$ cat src/sv/median_adaptive_ema_filter_core_assert.svh
// ----------------------------------------------------------------------------
// Assertion macros for the median / adaptive EMA filter core
// Concurrent property wrappers clocked on i_clk, disabled during reset.
// ----------------------------------------------------------------------------
`ifndef MEDIAN_ADAPTIVE_EMA_FILTER_CORE_ASSERT_SVH
`define MEDIAN_ADAPTIVE_EMA_FILTER_CORE_ASSERT_SVH

// same-cycle implication
`define MAE_ASSERT_NOW(label, ante, cons) \
    label: assert property (@(posedge i_clk) disable iff (!i_rst_n) (ante) |-> (cons)) \
        else $error("assertion failed");

// next-cycle implication
`define MAE_ASSERT_NEXT(label, ante, cons) \
    label: assert property (@(posedge i_clk) disable iff (!i_rst_n) (ante) |=> (cons)) \
        else $error("assertion failed");

`endif

$ cat src/sv/mae_pkg.sv
// ----------------------------------------------------------------------------
// mae_pkg
// Shared types and constants of the median / adaptive EMA filter core.
// ----------------------------------------------------------------------------
package mae_pkg;

    localparam int FRAC_SHIFT = 8;        // Q8.8 -> Q8.16
    localparam int GAIN_SHIFT = 16;       // Q0.16 gain
    localparam int LEVEL_MAX  = 6553600;  // 100 psi in Q8.16
    localparam int CFG_IDX_W  = 3;
    localparam int CFG_DATA_W = 16;

    typedef enum logic [CFG_IDX_W-1:0] {
        REG_NORMAL_GAIN    = 3'd0,
        REG_FAST_GAIN      = 3'd1,
        REG_STEP_THRESHOLD = 3'd2,
        REG_LOW_THRESHOLD  = 3'd3,
        REG_HOLD_SAMPLES   = 3'd4
    } t_reg_idx;

    typedef struct packed {
        logic [15:0] normal_gain;
        logic [15:0] fast_gain;
        logic [14:0] step_threshold;
        logic [14:0] low_threshold;
        logic [15:0] hold_samples;
    } t_cfg;

    localparam t_cfg CFG_RESET = '{
        normal_gain:    16'd6554,
        fast_gain:      16'd32768,
        step_threshold: 15'd1280,
        low_threshold:  15'd0,
        hold_samples:   16'd0
    };

endpackage

$ cat src/sv/mae_median3.sv
// ----------------------------------------------------------------------------
// mae_median3
// Median of three signed samples from a min/max network.
// ----------------------------------------------------------------------------
module mae_median3 #(
    parameter int SAMPLE_W = 16
) (
    input  logic signed [SAMPLE_W-1:0] i_a,
    input  logic signed [SAMPLE_W-1:0] i_b,
    input  logic signed [SAMPLE_W-1:0] i_c,
    output logic signed [SAMPLE_W-1:0] o_med
);

    logic signed [SAMPLE_W-1:0] w_lo;
    logic signed [SAMPLE_W-1:0] w_hi;
    logic signed [SAMPLE_W-1:0] w_hc;

    always_comb begin
        w_lo  = (i_a > i_b) ? i_b : i_a;
        w_hi  = (i_a > i_b) ? i_a : i_b;
        w_hc  = (w_hi > i_c) ? i_c : w_hi;
        o_med = (w_lo > w_hc) ? w_lo : w_hc;
    end

endmodule

$ cat src/sv/mae_ema_update.sv
// ----------------------------------------------------------------------------
// mae_ema_update
// One adaptive EMA step: low pass-through, jump detect, hold count,
// gain multiply and clamp to 0..100 psi.
// ----------------------------------------------------------------------------
module mae_ema_update import mae_pkg::*; #(
    parameter int SAMPLE_W = 16,
    parameter int LEVEL_W  = 25
) (
    input  logic signed [SAMPLE_W-1:0] i_med,
    input  logic signed [LEVEL_W-1:0]  i_level,
    input  logic [15:0]                i_hold,
    input  t_cfg                       i_cfg,
    output logic signed [LEVEL_W-1:0]  o_level,
    output logic [15:0]                o_hold
);

    localparam int CMP_W = ((SAMPLE_W > 16) ? SAMPLE_W : 16) + 1;
    localparam int DW    = LEVEL_W + 1;
    localparam int PW    = DW + 17;
    localparam int SUMW  = DW + 1;

    logic signed [CMP_W-1:0] w_med_x;
    logic signed [CMP_W-1:0] w_low_x;
    logic                    w_low_pass;
    logic signed [DW-1:0]    w_med_q;
    logic signed [DW-1:0]    w_delta;
    logic [DW-1:0]           w_mag;
    logic                    w_jump;
    logic [15:0]             w_hold_ld;
    logic                    w_fast;
    logic [15:0]             w_gain;
    logic signed [PW-1:0]    w_prod;
    logic signed [SUMW-1:0]  w_sum;

    always_comb begin
        w_med_x    = CMP_W'(i_med);
        w_low_x    = CMP_W'($signed({1'b0, i_cfg.low_threshold}));
        w_low_pass = (w_med_x <= w_low_x);

        w_med_q = DW'(i_med) <<< FRAC_SHIFT;
        w_delta = w_med_q - DW'(i_level);
        w_mag   = w_delta[DW-1] ? DW'(-w_delta) : DW'(w_delta);
        w_jump  = (w_mag >= DW'({i_cfg.step_threshold, 8'd0}));

        w_hold_ld = w_jump ? i_cfg.hold_samples : i_hold;
        w_fast    = (w_hold_ld != 16'd0);
        w_gain    = w_fast ? i_cfg.fast_gain : i_cfg.normal_gain;

        w_prod = PW'($signed({1'b0, w_gain})) * PW'(w_delta);
        w_sum  = SUMW'(i_level) + SUMW'(w_prod >>> GAIN_SHIFT);

        if (w_low_pass) begin
            o_level = LEVEL_W'(w_med_q);
            o_hold  = 16'd0;
        end else begin
            o_hold = w_fast ? (w_hold_ld - 16'd1) : w_hold_ld;
            if (w_sum < SUMW'(0)) begin
                o_level = '0;
            end else if (w_sum > SUMW'(LEVEL_MAX)) begin
                o_level = LEVEL_W'(LEVEL_MAX);
            end else begin
                o_level = LEVEL_W'(w_sum);
            end
        end
    end

endmodule

$ cat src/sv/median_adaptive_ema_filter_core.sv
// ----------------------------------------------------------------------------
// median_adaptive_ema_filter_core
// Median-of-three pre-filter and adaptive exponential moving average for
// signed Q8.8 pressure samples.
// ----------------------------------------------------------------------------
//  channel   dir  payload                         handshake
//  s_axis    in   tdata: sample (Q8.8, signed)    tvalid / tready
//  m_axis    out  tdata: filtered (Q8.8, signed)  tvalid / tready
//  cfg       in   index, data                     we (no wait)
//
//  One beat per cycle sustained while m_axis is not stalled; a sample passes
//  the input register, then the median/multiply/clamp step into the result
//  register that drives m_axis. The level loop closes in that single step.
//  Synchronous active-low reset clears state and restores register defaults.
//  A stalled m_axis holds the result; s_axis keeps taking beats while the
//  result register is being emptied in the same cycle.
// ----------------------------------------------------------------------------
module median_adaptive_ema_filter_core import mae_pkg::*; #(
    parameter int  SAMPLE_WIDTH = 16,
    localparam int TDATA_W      = ((SAMPLE_WIDTH + 7) / 8) * 8
) (
    input  logic                    i_clk,
    input  logic                    i_rst_n,
    input  logic                    i_s_axis_tvalid,
    output logic                    o_s_axis_tready,
    input  logic [TDATA_W-1:0]      i_s_axis_tdata,   // [SAMPLE_WIDTH-1:0] sample
    output logic                    o_m_axis_tvalid,
    input  logic                    i_m_axis_tready,
    output logic [TDATA_W-1:0]      o_m_axis_tdata,   // [SAMPLE_WIDTH-1:0] filtered
    input  logic                    i_cfg_we,
    input  logic [CFG_IDX_W-1:0]    i_cfg_index,
    input  logic [CFG_DATA_W-1:0]   i_cfg_data
);

    localparam int LEVEL_W = ((SAMPLE_WIDTH + 8) > 25) ? (SAMPLE_WIDTH + 8) : 25;

    `include "median_adaptive_ema_filter_core_assert.svh"

    t_cfg                          r_cfg;
    logic signed [SAMPLE_WIDTH-1:0] r_window [3];
    logic [1:0]                    r_slot;
    logic signed [LEVEL_W-1:0]     r_level;
    logic                          r_primed;
    logic [15:0]                   r_hold;
    logic                          r_in_valid;
    logic signed [SAMPLE_WIDTH-1:0] r_sample;
    logic                          r_out_valid;
    logic [SAMPLE_WIDTH-1:0]       r_out_data;

    logic                          w_adv;
    logic                          w_in_acc;
    logic signed [SAMPLE_WIDTH-1:0] w_win [3];
    logic signed [SAMPLE_WIDTH-1:0] w_med;
    logic signed [LEVEL_W-1:0]     w_upd_level;
    logic [15:0]                   w_upd_hold;
    logic signed [LEVEL_W-1:0]     n_level;
    logic [15:0]                   n_hold;
    logic [1:0]                    n_slot;

    always_comb begin
        w_adv           = r_in_valid && (!r_out_valid || i_m_axis_tready);
        o_s_axis_tready = !r_in_valid || w_adv;
        w_in_acc        = i_s_axis_tvalid && o_s_axis_tready;
        o_m_axis_tvalid = r_out_valid;
        o_m_axis_tdata  = TDATA_W'(r_out_data);
    end

    // new sample replaces the oldest entry
    always_comb begin
        w_win[0] = ((r_slot == 2'd0) || (r_slot == 2'd3)) ? r_sample : r_window[0];
        w_win[1] = (r_slot == 2'd1) ? r_sample : r_window[1];
        w_win[2] = (r_slot == 2'd2) ? r_sample : r_window[2];
    end

    mae_median3 #(
        .SAMPLE_W (SAMPLE_WIDTH)
    ) u_median (
        .i_a   (w_win[0]),
        .i_b   (w_win[1]),
        .i_c   (w_win[2]),
        .o_med (w_med)
    );

    mae_ema_update #(
        .SAMPLE_W (SAMPLE_WIDTH),
        .LEVEL_W  (LEVEL_W)
    ) u_update (
        .i_med   (w_med),
        .i_level (r_level),
        .i_hold  (r_hold),
        .i_cfg   (r_cfg),
        .o_level (w_upd_level),
        .o_hold  (w_upd_hold)
    );

    always_comb begin
        if (!r_primed) begin
            n_level = LEVEL_W'(r_sample) <<< FRAC_SHIFT;
            n_hold  = r_hold;
            n_slot  = r_slot;
        end else begin
            n_level = w_upd_level;
            n_hold  = w_upd_hold;
            n_slot  = (r_slot >= 2'd2) ? 2'd0 : (r_slot + 2'd1);
        end
    end

    always_ff @(posedge i_clk) begin
        if (!i_rst_n) begin
            r_cfg       <= CFG_RESET;
            r_window[0] <= '0;
            r_window[1] <= '0;
            r_window[2] <= '0;
            r_slot      <= 2'd0;
            r_level     <= '0;
            r_primed    <= 1'b0;
            r_hold      <= 16'd0;
            r_in_valid  <= 1'b0;
            r_out_valid <= 1'b0;
        end else begin
            if (i_cfg_we) begin
                case (i_cfg_index)
                    REG_NORMAL_GAIN:    r_cfg.normal_gain    <= i_cfg_data;
                    REG_FAST_GAIN:      r_cfg.fast_gain      <= i_cfg_data;
                    REG_STEP_THRESHOLD: r_cfg.step_threshold <= i_cfg_data[14:0];
                    REG_LOW_THRESHOLD:  r_cfg.low_threshold  <= i_cfg_data[14:0];
                    REG_HOLD_SAMPLES:   r_cfg.hold_samples   <= i_cfg_data;
                    default: ;
                endcase
            end
            if (w_in_acc) begin
                r_in_valid <= 1'b1;
            end else if (w_adv) begin
                r_in_valid <= 1'b0;
            end
            if (w_adv) begin
                r_out_valid <= 1'b1;
            end else if (i_m_axis_tready) begin
                r_out_valid <= 1'b0;
            end
            if (w_adv) begin
                // first beat fills every entry
                r_window[0] <= r_primed ? w_win[0] : r_sample;
                r_window[1] <= r_primed ? w_win[1] : r_sample;
                r_window[2] <= r_primed ? w_win[2] : r_sample;
                r_slot      <= n_slot;
                r_level     <= n_level;
                r_hold      <= n_hold;
                r_primed    <= 1'b1;
            end
        end
    end

    always_ff @(posedge i_clk) begin
        if (w_in_acc) begin
            r_sample <= $signed(i_s_axis_tdata[SAMPLE_WIDTH-1:0]);
        end
        if (w_adv) begin
            r_out_data <= n_level[SAMPLE_WIDTH+FRAC_SHIFT-1:FRAC_SHIFT];
        end
    end

    `MAE_ASSERT_NEXT(a_adv_fills_out, w_adv, r_out_valid)
    `MAE_ASSERT_NEXT(a_acc_fills_in, w_in_acc, r_in_valid)
    `MAE_ASSERT_NOW(a_slot_range, r_in_valid || !r_in_valid, r_slot != 2'd3)

endmodule

$ cat config.mk
export PLATFORM = sky130hd
export DESIGN_NAME = median_adaptive_ema_filter_core
export DESIGN_NICKNAME = d
export VERILOG_FILES = /design/src/sv/mae_pkg.sv /design/src/sv/mae_median3.sv /design/src/sv/mae_ema_update.sv /design/src/sv/median_adaptive_ema_filter_core.sv
export VERILOG_INCLUDE_DIRS = /design/src /design/src/sv
export SDC_FILE = /design/constraint.sdc
export NUM_CORES = 2
export LEC_CHECK = 0
export CAP_MARGIN = 20
export CELL_PAD_IN_SITES_DETAIL_PLACEMENT = 1
export CELL_PAD_IN_SITES_GLOBAL_PLACEMENT = 1
export CORE_MARGIN = 4
export CORE_UTILIZATION = 33
export DETAILED_ROUTE_END_ITERATION = 16
export DONT_BUFFER_PORTS = 1
export PLACE_DENSITY_LB_ADDON = 0.1
export SLEW_MARGIN = 20
export SYNTH_ARGS = -nofsm -noshare
export SYNTH_HDL_FRONTEND = slang
export SYNTH_HIERARCHICAL = 1
export SYNTH_SLANG_ARGS = --single-unit
$ cat constraint.sdc
create_clock -name i_clk -period 32 [get_ports i_clk]
set_input_delay 8 -clock i_clk [delete_from_list [all_inputs] [get_ports i_clk]]
set_output_delay 8 -clock i_clk [all_outputs]
set_load 0.02 [all_outputs]
After elaboration in Yosys (flattened, before gate mapping)
Memories as Yosys holds them, arrays and structs flattened.
Cells that the tools add are included.
- register bits: 156
- latch bits: 0
- memory bits (writable): 48
- output and inout port bits: 18
- memories kept: 1
- ROM bits: 0
- input port bits: 40
- memory list (memory ; words ; bits a word ; rd ports ; clocked after memory_dff ; wr ports ; line ; RTL):
    r_window ; 3 ; 16 ; 3 ; 0 ; 3 ; median_adaptive_ema_filter_core.sv:40 ; logic signed [SAMPLE_WIDTH-1:0] r_window [3];
- order comparisons: 8
- bitwise logic cells: 3
- $mul: 1
- reduce and logical (&&, ||, !) cells: 18
- equality and inequality tests: 7
- shifts and indexed selects: 0
- div/mod/pow operators: 0
- $add $sub $neg: 5
- mux-type cells: 31
- operators by type and width (kind ; number):
    two-way mux 16 bit ; 17
    two-way mux 25 bit ; 4
    greater-than comparator 16 bit ; 3
    multiplier 17 x 26 -> 43 bit ; 1
    adder 25 x 27 -> 27 bit ; 1
    greater-than comparator 27 x 24 -> 1 bit (second input constant) ; 1
    < comparator 27 x 1 -> 1 bit (second input constant) ; 1
    >= comparator 26 x 23 -> 1 bit ; 1
    two-way mux 26 bit ; 1
    negator 26 bit ; 1
    subtractor 24 x 25 -> 26 bit ; 1
    less-or-equal comparator 16 bit ; 1
    nonzero test 16 bit ; 1
    subtractor 16 x 1 -> 16 bit (second input constant) ; 1
    AND reduction 2 bit ; 6
    two-way mux 1 bit ; 8
    equality test 3 x 2 -> 1 bit (second input constant) ; 2
    equality test 2 bit (second input constant) ; 2
    nonzero test 2 bit ; 2
    equality test 3 x 1 -> 1 bit (second input constant) ; 1
    equality test 3 bit (second input constant) ; 1
    logical NOT 3 bit ; 1
    logical OR 1 bit ; 3
    bitwise OR 1 bit ; 3
    other kinds (7) ; 9

Depth between registers and ports, before layout
- depth in word-level cells: 23
- depth in mapped cells: 106
- depth with buffers taken out: 91

Modules after synthesis
The synthesis kept the hierarchy.
- modules (own cells, without submodules) (module ; area each (um^2) ; times used ; sequential area each (um^2) ; cells an instance):
    mae_ema_update ; 19740.2 ; 1 ; 0.0 ; 2406
    median_adaptive_ema_filter_core ; 8011.4 ; 1 ; 4884.7 ; 724
    mae_median3 ; 1996.9 ; 1 ; 0.0 ; 273

Worst setup path after synthesis
OpenSTA, ideal clock, no wires.
- kind: reg2reg
- start point: reg r_slot[0]
- end point: reg r_level[20]
- required time: 31941 ps
- path buffers: 15
- data arrival time: 22411 ps
- cell stages (with the launch flop): 104
- setup slack: 9530 ps
- cells stage by stage: dfxtp_1 -> inv_1 -> ha_1 -> buf_2 -> buf_2 -> mux2_2 -> ha_1 -> a21oi_1 -> o21ai_1 -> a311oi_1 -> nand3_1 -> o211ai_2 -> buf_2 -> mux2i_1 -> ha_1 -> a21o_1 -> a2111oi_2 -> o31ai_1 -> [... 68 more ...] -> nor2_1 -> xnor2_1 -> ha_1 -> and3_1 -> and4_1 -> a221oi_1 -> o21ai_0 -> a31oi_1 -> o21ai_0 -> a31o_2 -> xor2_1 -> or4_1 -> nand4b_1 -> a211oi_1 -> clkbuf_1 -> a22o_1 -> mux2_2 -> a22o_1
- RTL lines (element ; line ; RTL):
    start, declared ; median_adaptive_ema_filter_core.sv:41 ; logic [1:0] r_slot;
    start signal, assigned ; median_adaptive_ema_filter_core.sv:146 ; r_slot <= n_slot;
    end signal, assigned ; median_adaptive_ema_filter_core.sv:147 ; r_level <= n_level;
    end, declared ; median_adaptive_ema_filter_core.sv:42 ; logic signed [LEVEL_W-1:0] r_level;

==> metrics.txt <==
Post-synth EDFFs 80; clk_lat worst skew 0.54 ns; Startpoint Class flip-flop; Synth Register Bits 204; grt ovf 0; first-pass GRT wire length 161000 um; ys flop type dfxtp_1; total negative slack 0 ns; io pins 58; Worst slew margin 26.2%; status finished, final reports clean; CTS buffer count 23; ANT nets after route 0; clock slew at reported path FFs 0.06 ns; crit share post-route 86.6%; Syn Nets 4083; GRT Total Usage 22.0%; htree depth 1; post-layout instance count excluding filler cells 4525; Remaining DRCs 0; largest net degree at the start of global routing 137; HPWL Detailed 83200 um; Hold Path Class flip-flop to flip-flop; register area share after synthesis 16.4%; slowest stage delay, CP 0.95 ns; Post-synth ARST share 0%; Die ar. 0.0950 mm2; antenna violations before repair 0; vias in the first global route 25800; Port Buffers 0; routed via count 23700; WS Path Type flip-flop to flip-flop; most frequent cells in the layout inv_1 (582), nand2_1 (406), fa_1 (404); Placed Cells 4484; CTS resizes 0; Max Fclk 36.1 MHz; CP most frequent cell ha_1; R2R Setup Slk 4.29 ns; Syn Std Cell Area 0.0297 mm2; final setup vio count 0; max-cap violations 0; number of synthesis warnings 6; starting density of the core 33.5%; Final Hold Viols 0; slowest library cell on the worst path ha_1; die width 308 um; average size of a mapped cell 8.74 um2; critical path arrival 28.19 ns; Nets 4024; delay-heaviest family, CP compound AO/OA/AOI/OAI gates; CTS sink cnt 204; post-synth cell types 99; antenna diode count 0; Die H 308 um; layout cells sized above 1 7.02%; Final WS setup 4.29 ns; dpl ws 4.55 ns; Synth-to-Final Area Change 6.70%; Synth Instances 3403; Clock Tree Buf Depth 3; Hold-fix buffers, CTS 0; Final Max Tran Viols 0; setup bufs post-CTS 0; crit path max fanout 38; Worst Setup End Kind flip-flop; routed length per instance 23.1 um; RSZ-0062 raised after global routing no; vias per cell 5.25; Tmin final 27.71 ns; most common cell after layout, fill and taps aside inv_1; clk root buf clkbuf_16; clock skew 0.0253 ns; Bufs and invs on worst path 10; TritonCTS clock tree yes; DRT iter0 DRCs 1336; slew of the pin with the lowest slew margin 1.11 ns; row cnt 109; GP Congestion 0.873; final instance area 0.0317 mm2; Critical Path RT 32.48 ns; Placed Instance Area 0.0310 mm2; DRT Wirelength 104000 um; drt pass-1 iters 6; core area 0.0889 mm2
## tightest hold or removal path: stages (launching register included)
cell and delay, ns:
dfxtp_1 0.31, nand3_1 0.06, o21ai_1 0.05
## sequential cells by signal (all words and copies together), names as in the netlist
register	cells
o_m_axis_tdata	16
r_window	48
r_primed	1
r_slot	2
r_cfg	78
r_in_valid	1
o_m_axis_tvalid	1
r_level	25
r_hold	16
r_sample	16
## Yosys cell counts (16+ instances only)
cell type    n  area, um2
a21o_1      46        345
a21oi_1     76        380
a222oi_1    16        160
a22o_1      29        254
and2_1      34        213
buf_2       55        275
clkbuf_1    71        267
dfxtp_1    124       2480
edfxtp_1    80       2400
fa_1       404       8090
ha_1       236       2950
inv_1      584       2190
mux2_2      73        822
mux2i_1     70        701
nand2_1    406       1520
nand2b_1    20        125
nand3_1    107        536
nand4_1     23        144
nor2_1     324       1220
nor2b_1     42        263
nor3_1      37        185
nor4_1      25        156
o211ai_1    25        188
o21a_1      25        188
o21ai_0    134        671
xnor2_1     80        701
xor2_1      30        263
## layer usage
metal	track usage, %	share of wire, %	vias up
met3	2.14	2.9	103
met4	3.91	2.0	0
met5	0	0	-
met1	30.5	47	12300
met2	37.9	48	355
li1	-	-	10900
## stage by stage
step	hold slack, ns	util, %
6_report	0.471	35.7
5_1_grt	0.505	35.7
2_1_floorplan	0.435	-
3_5_place_dp	0.465	34.9
4_1_cts	0.476	35.7
3_3_place_gp	0.454	34.9
## cell families after synthesis
logic type	after synthesis	share of synthesized area (%)
and+or+nand+nor	1092	16.6
buffers and inverters	734	9.88
adders and majority gates	640	37.1
AOI/OAI and AO/OA	463	10.8
DFF	204	16.4
muxes	159	5.93
xor gates and xnor gates	111	3.29
## cell type report
class	count	area, um2
clock buffer	32	619
clock inverter	9	77.6
fill	10400	57200
inverter	585	2200
multi-input combinational	2465	22000
sequential	204	4890
tap	1165	1460
timing repair buffer	65	492
## worst paths after layout
kind                                start           to  cells after the start
worst max-delay path            r_slot[0]  r_level[16]                     93
worst min-delay path            r_cfg[77]    r_cfg[77]                      2
worst max register to register  r_slot[0]  r_level[16]                     93
worst min register to register  r_cfg[77]    r_cfg[77]                      2
Power is left out: the tool's default activity adds up to more than one toggle a clock period on the data nets, which glitch-free logic cannot reach.
